**src/hw/rtl/hbd_pkg.sv**
```systemverilog
// Shared types, match patterns and byte-matcher functions for the HTTP body deframer.
// No dependencies; used by http_body_deframer_core and the testbench.
`default_nettype none
package hbd_pkg;

  localparam int LEN_PAT_SIZE = 18;
  localparam int END_PAT_SIZE = 4;

  localparam logic [7:0] CH_CR   = 8'h0d;
  localparam logic [7:0] CH_LF   = 8'h0a;
  localparam logic [7:0] CH_ZERO = 8'h30;
  localparam logic [7:0] CH_NINE = 8'h39;

  // CR LF "Content-Length: "
  localparam logic [7:0] LEN_PAT [LEN_PAT_SIZE] = '{
    8'h0d, 8'h0a, 8'h43, 8'h6f, 8'h6e, 8'h74, 8'h65, 8'h6e, 8'h74,
    8'h2d, 8'h4c, 8'h65, 8'h6e, 8'h67, 8'h74, 8'h68, 8'h3a, 8'h20
  };

  // CR LF CR LF
  localparam logic [7:0] END_PAT [END_PAT_SIZE] = '{8'h0d, 8'h0a, 8'h0d, 8'h0a};

  typedef enum logic [3:0] {
    PH_SEARCH_LEN = 4'b0001,
    PH_DIGITS     = 4'b0010,
    PH_SEARCH_END = 4'b0100,
    PH_PAYLOAD    = 4'b1000
  } phase_t;

  typedef struct packed {
    logic [4:0] pos;
    logic       hit;
  } match_t;

  // Advance the length-pattern matcher by one byte; a mismatching CR restarts at one.
  function automatic match_t feed_len(logic [4:0] pos_in, logic [7:0] b);
    logic [4:0] pos;
    match_t     r;
    pos = (pos_in >= 5'(LEN_PAT_SIZE)) ? 5'd0 : pos_in;
    if (b == LEN_PAT[pos]) begin
      pos = pos + 5'd1;
    end else begin
      pos = (b == CH_CR) ? 5'd1 : 5'd0;
    end
    if (pos >= 5'(LEN_PAT_SIZE)) begin
      r.pos = 5'd0;
      r.hit = 1'b1;
    end else begin
      r.pos = pos;
      r.hit = 1'b0;
    end
    return r;
  endfunction

  // Advance the header-end matcher by one byte.
  function automatic match_t feed_end(logic [2:0] pos_in, logic [7:0] b);
    logic [2:0] pos;
    match_t     r;
    pos = (pos_in >= 3'(END_PAT_SIZE)) ? 3'd0 : pos_in;
    if (b == END_PAT[pos[1:0]]) begin
      pos = pos + 3'd1;
    end else begin
      pos = (b == CH_CR) ? 3'd1 : 3'd0;
    end
    if (pos >= 3'(END_PAT_SIZE)) begin
      r.pos = 5'd0;
      r.hit = 1'b1;
    end else begin
      r.pos = {2'b00, pos};
      r.hit = 1'b0;
    end
    return r;
  endfunction

endpackage
`default_nettype wire

```
**src/hw/rtl/hbd_acc.sv**
```systemverilog
// Saturating decimal accumulator: value * 10 + digit, clamped at all ones.
// Depends on nothing beyond its parameter.
`default_nettype none
module hbd_acc #(
  parameter int LENGTH_BITS = 32
) (
  input  wire logic [LENGTH_BITS-1:0] value,
  input  wire logic [3:0]             digit,
  output logic      [LENGTH_BITS-1:0] result
);

  logic [LENGTH_BITS+3:0] wide;
  logic [LENGTH_BITS+3:0] wide_value;

  assign wide_value = {4'b0000, value};
  // times ten as shift-and-add, four guard bits catch the overflow
  assign wide = (wide_value << 3) + (wide_value << 1) + {{LENGTH_BITS{1'b0}}, digit};
  assign result = (|wide[LENGTH_BITS+3:LENGTH_BITS]) ? {LENGTH_BITS{1'b1}}
                                                      : wide[LENGTH_BITS-1:0];

endmodule
`default_nettype wire

```
**src/hw/rtl/http_body_deframer_core.sv**
```systemverilog
// HTTP body deframer top level: header matchers, length capture, body pass-through.
// Depends on hbd_pkg and hbd_acc.
//
//   channel  | handshake                  | payload
//   ---------+----------------------------+------------------------------
//   data     | data_valid / data_ready    | data_byte
//   payload  | payload_valid / payload_ready | payload_byte, last_of_message
//
// One word per cycle: each accepted byte updates the matcher and counter state at its
// accepting edge; a body byte is loaded into the output register at that same edge and
// is offered from the next cycle.
// data_ready is high whenever the output register is empty or being drained.
// A stalled output register holds its word and holds off the next input word.
// Reset (rst, synchronous) returns to the length-field search with an empty output.
`default_nettype none
module http_body_deframer_core #(
  parameter int LENGTH_BITS = 32
) (
  input  wire logic       clk,
  input  wire logic       rst,
  input  wire logic       data_valid,
  output logic            data_ready,
  input  wire logic [7:0] data_byte,
  output logic            payload_valid,
  input  wire logic       payload_ready,
  output logic      [7:0] payload_byte,
  output logic            last_of_message
);

  hbd_pkg::phase_t        phase, phase_next;
  logic [4:0]             pattern_position, pattern_position_next;
  logic [2:0]             header_end_position, header_end_position_next;
  logic [LENGTH_BITS-1:0] length_value, length_value_next;
  logic                   digit_seen, digit_seen_next;
  logic [LENGTH_BITS-1:0] bytes_remaining, bytes_remaining_next;

  logic                   accept;
  logic                   is_digit;
  logic [LENGTH_BITS-1:0] acc_value;
  logic [LENGTH_BITS-1:0] remaining_dec;
  logic                   emit;
  logic                   emit_last;
  hbd_pkg::match_t        len_m;
  hbd_pkg::match_t        end_m;

  assign data_ready = !payload_valid || payload_ready;
  assign accept     = data_valid && data_ready;
  assign is_digit   = (data_byte >= hbd_pkg::CH_ZERO) && (data_byte <= hbd_pkg::CH_NINE);
  assign remaining_dec = (bytes_remaining != '0) ? bytes_remaining - 1'b1 : '0;

  hbd_acc #(.LENGTH_BITS(LENGTH_BITS)) u_acc (
    .value  (length_value),
    .digit  (data_byte[3:0]),
    .result (acc_value)
  );

  always_comb begin
    phase_next               = phase;
    pattern_position_next    = pattern_position;
    header_end_position_next = header_end_position;
    length_value_next        = length_value;
    digit_seen_next          = digit_seen;
    bytes_remaining_next     = bytes_remaining;
    emit                     = 1'b0;
    emit_last                = 1'b0;
    len_m                    = hbd_pkg::feed_len(pattern_position, data_byte);
    end_m                    = hbd_pkg::feed_end(header_end_position, data_byte);
    case (phase)
      hbd_pkg::PH_SEARCH_LEN: begin
        pattern_position_next = len_m.pos;
        if (len_m.hit) begin
          phase_next        = hbd_pkg::PH_DIGITS;
          length_value_next = '0;
          digit_seen_next   = 1'b0;
        end
      end
      hbd_pkg::PH_DIGITS: begin
        if (is_digit) begin
          length_value_next = acc_value;
          digit_seen_next   = 1'b1;
        end else if (!digit_seen) begin
          // no digits: restart the search with this byte
          len_m                    = hbd_pkg::feed_len(5'd0, data_byte);
          pattern_position_next    = len_m.pos;
          header_end_position_next = 3'd0;
          phase_next               = len_m.hit ? hbd_pkg::PH_DIGITS : hbd_pkg::PH_SEARCH_LEN;
          if (len_m.hit) begin
            length_value_next = '0;
            digit_seen_next   = 1'b0;
          end
        end else begin
          // byte ending the digits opens the header-end match
          end_m                    = hbd_pkg::feed_end(3'd0, data_byte);
          header_end_position_next = end_m.pos[2:0];
          phase_next               = hbd_pkg::PH_SEARCH_END;
          if (end_m.hit) begin
            bytes_remaining_next = length_value;
            if (length_value == '0) begin
              phase_next               = hbd_pkg::PH_SEARCH_LEN;
              pattern_position_next    = 5'd0;
              header_end_position_next = 3'd0;
            end else begin
              phase_next = hbd_pkg::PH_PAYLOAD;
            end
          end
        end
      end
      hbd_pkg::PH_SEARCH_END: begin
        header_end_position_next = end_m.pos[2:0];
        if (end_m.hit) begin
          bytes_remaining_next = length_value;
          if (length_value == '0) begin
            phase_next               = hbd_pkg::PH_SEARCH_LEN;
            pattern_position_next    = 5'd0;
            header_end_position_next = 3'd0;
          end else begin
            phase_next = hbd_pkg::PH_PAYLOAD;
          end
        end
      end
      hbd_pkg::PH_PAYLOAD: begin
        emit                 = 1'b1;
        emit_last            = (remaining_dec == '0);
        bytes_remaining_next = remaining_dec;
        if (remaining_dec == '0) begin
          phase_next               = hbd_pkg::PH_SEARCH_LEN;
          pattern_position_next    = 5'd0;
          header_end_position_next = 3'd0;
        end
      end
      default: begin
        phase_next = hbd_pkg::PH_SEARCH_LEN;
      end
    endcase
  end

  always_ff @(posedge clk) begin
    if (rst) begin
      phase               <= hbd_pkg::PH_SEARCH_LEN;
      pattern_position    <= 5'd0;
      header_end_position <= 3'd0;
      length_value        <= '0;
      digit_seen          <= 1'b0;
      bytes_remaining     <= '0;
    end else if (accept) begin
      phase               <= phase_next;
      pattern_position    <= pattern_position_next;
      header_end_position <= header_end_position_next;
      length_value        <= length_value_next;
      digit_seen          <= digit_seen_next;
      bytes_remaining     <= bytes_remaining_next;
    end
  end

  // output register: load on an accepted body byte, drop when taken
  always_ff @(posedge clk) begin
    if (rst) begin
      payload_valid <= 1'b0;
    end else if (data_ready) begin
      payload_valid <= accept && emit;
    end
  end

  always_ff @(posedge clk) begin
    if (accept && emit) begin
      payload_byte    <= data_byte;
      last_of_message <= emit_last;
    end
  end

endmodule
`default_nettype wire

```
**config.mk**
```make
export PLATFORM = sky130hd
export DESIGN_NAME = http_body_deframer_core
export DESIGN_NICKNAME = d
export VERILOG_FILES = /design/src/hw/rtl/hbd_pkg.sv /design/src/hw/rtl/hbd_acc.sv /design/src/hw/rtl/http_body_deframer_core.sv
export SDC_FILE = /design/constraint.sdc
export NUM_CORES = 1
export LEC_CHECK = 0
export ABC_CLOCK_PERIOD_IN_PS = 5800
export BUFFER_PORTS_ARGS = -buffer_cell sky130_fd_sc_hd__buf_2
export CORE_MARGIN = 2
export CORE_UTILIZATION = 40
export CTS_CLUSTER_SIZE = 16
export DETAILED_ROUTE_END_ITERATION = 6
export GPL_TIMING_DRIVEN = 0
export PLACE_DENSITY = 0.55
export SETUP_SLACK_MARGIN = 0.15
export SLEW_MARGIN = 15
export SYNTH_ARGS = -nofsm -noshare
export SYNTH_HDL_FRONTEND = slang
export SYNTH_HIERARCHICAL = 1
export SYNTH_SLANG_ARGS = --single-unit
```
**constraint.sdc**
```tcl
create_clock -name clk -period 5.8 [get_ports clk]
set_clock_uncertainty 0.2 [all_clocks]
set_input_delay 1.16 -clock clk [delete_from_list [all_inputs] [get_ports clk]]
set_output_delay 1.16 -clock clk [all_outputs]
set_load 0.01 [all_outputs]
```
==> reports/metrics.cfg <==
[worst_hold_path]
worstHoldPathType = reg -> reg

[yosys]
ys.flop_type = dfxtp_1
yosysMostFrequentCell = nand2_1
synth_common_cells = nand2_1 (94), nor2_1 (88), dfxtp_1 (78), ha_1 (75), a21oi_1 (66)
yosysUniqueCellTypes = 94
yosys_warnings = 6
yosysTopAreaCellShare_pct = 19.7
postSynth.asyncResetShare_pct = 0
syn-cell-area_um2 = 7930
synth-seq-area-share_pct = 23.1
synth_area_leaders = dfxtp_1 (20%), ha_1 (12%), nand2_1 (4.5%)
syn-instance-count = 989
syn-num-nets = 1078
synth.avg_cell_area_um2 = 8.01
synth_edf_count = 9
yosys.area.top_type = dfxtp_1
yosys_register_bits = 87

[global_routing]
grt_usage_pct = 24.6
grt_antenna_before_repair = 0
grt_pass1_wl_um = 40200
grt_max_degree = 15
overflow = 0
grt_pass1_vias = 7259

[sta]
tns_ps = 0
rsz0062_at_grt = no
min_period_ps = 4680
max_freq_mhz = 214
hold_viol = 0
finalSetupViolations = 0
relSlewSlack_pct = 37.2
tightest_slew_ps = 934
drv_slew = 0
min_period_over_period_pct = 80.6

[finish]
drive_gt1_share_pct = 9.83
post-route-util_pct = 44.6
n_antenna_cell = 0
fin_nets = 1111
final_cell_area_um2 = 8690
area_growth_pct = 9.61
stdcell_count = 1292

[setup_path]
path_max_fanout = 7
end_kind = register
worstPathArrival_ps = 4720
crit_type = in -> reg
startpoint_type = primary input
required_ps = 5850

[routing]
firstDrtPassIters = 7
vias_per_cell = 6.01
routed_wirelength_um = 25100
ant_nets = 0
via_count = 7771
drc = 0
first_iter_violations = 631
post_drt_wl_per_cell_um = 19.4

[die]
die_h_um = 145
core_um2 = 19500
die-area_um2 = 21000
row_count = 51
start_util_pct = 40.7
die_x_um = 145
io_pins = 23

[placed_design]
dp.cells = 1276
port_buffers = 22
placed_area_um2 = 8370
dp.final_hpwl_um = 19500
gp_congestion = 0.912

[pwr]
ir_drop_v = 0.000125
leakagePower_nw = 3.68
power_density_nw_per_um2 = 147

[clocking]
cts_root_buffer = clkbuf_16
postCtsSetupRepairBufs = 0
h-tree-depth = 3
clkTransAtPathRegs_ps = 70
clk_latency_ps = 350
cts_buffers = 9
cts_hold_buf = 0
cts_resized = 0
clock-sinks = 87
clk_path_buf_depth = 2
cts_tree = yes

[outcome]
status = finished clean

[flow_run]
max_cap_viol_count = 0

## per-stage QoR
step / worst slack [ps] / hold WS [ps] / power (mW)
6_report: 1120 / 288 / 1.27
5_1_grt: 857 / 319 / 1.31
4_1_cts: 1130 / 286 / 1.28
3_5_place_dp: 791 / 275 / 0.654
3_3_place_gp: 767 / 267 / 0.654
2_1_floorplan: 1650 / 248 / 0.638
## power by group
part	leakage [nW]	internal, mW	total (mW)	switching, mW
registers	0.708	0.607	0.607	0.0000465
clock network	0.150	0.379	0.634	0.255
logic	2.83	0.0107	0.0340	0.0233
## cell usage in the layout (no fill, tap or decap), types with 7 or more instances in the layout
cell       netlist  final
o211ai_1        11     11
nor2_1          88     88
inv_1           19     19
nand4_1         40     40
clkbuf_16        0      9
or3_1            9      9
buf_2           16     38
nor3_1          27     27
a211oi_1         8      8
nor4b_1          8      7
xor2_1          21     21
nand2_1         94     94
a21oi_1         66     66
dfxtp_1         78     78
a22o_1          37     37
edfxtp_1         9      9
a21o_1           9      9
xnor2_1         22     22
nand3_1         37     37
nand2b_1        17     17
o21ai_0         40     40
a22oi_1         13     13
ha_1            75     75
clkbuf_1        35     37
nor2b_1         11     11
o31ai_1         17     17
a221oi_1         7      7
nor4_1          20     20
and3_1          10     10
## state kept, by name (all words and copies together), names as in the netlist
name / cells
payload_valid: 1
length_value: 32
header_end_position: 3
payload_byte: 8
digit_seen: 1
bytes_remaining: 32
pattern_position: 5
phase: 4
last_of_message: 1
## path summary, 6_finish.rpt
path	startpoint	to	slack (ps)	depth (start not counted)
setup / recovery	data_byte[3]	length_value[28]	1120	12
setup reg to reg	pattern_position[4]	length_value[18]	1240	18
hold / removal	header_end_position[1]	header_end_position[1]	290	2
hold reg to reg	header_end_position[1]	header_end_position[1]	290	2
## cell families (layout without fill, tap and decap cells)
| logic type | Yosys count | after routing | share of synthesized area, % |
|---|---|---|---|
| AO/OA/AOI/OAI | 275 | 275 | 24.5 |
| AND/OR/NAND/NOR | 419 | 419 | 29.2 |
| flip-flops | 87 | 87 | 23.1 |
| adder cells (fa/ha/maj) | 77 | 77 | 12.3 |
| buffers and inverters | 78 | 116 | 4.53 |
| multiplexers | 10 | 10 | 1.53 |
| XOR/XNOR | 43 | 43 | 4.75 |
## area by class of cell
type | count | area, µm²
fillers | 2002 | 10800
inverters | 19 | 71.3
multi-input cells | 824 | 5740
clock inverters | 5 | 81.3
flip-flops and latches | 87 | 1830
repair buffers | 22 | 110
plain buffers | 59 | 288
well taps | 265 | 332
clock buffers | 11 | 233
## worst max-delay path, cell delays in order
cell and delay (ps):
buf_2 150, fa_1 520, inv_1 70, fa_1 450, nor2b_1 170, o2111ai_1 270
a2111oi_2 690, o21a_1 200, nor2_1 50, o311ai_0 590, nand4_1 180, a22o_1 220
## routing by layer
metal  GRT usage (%)  up-vias  part of all wire [%]
met3            3.59       29                   5.5
met2            36.9      235                    43
met4            7.72        0                   1.6
met5               0        -                     0
li1                -     3843                     -
met1            36.2     3664                    50
Power figures use the tool's default switching activity.
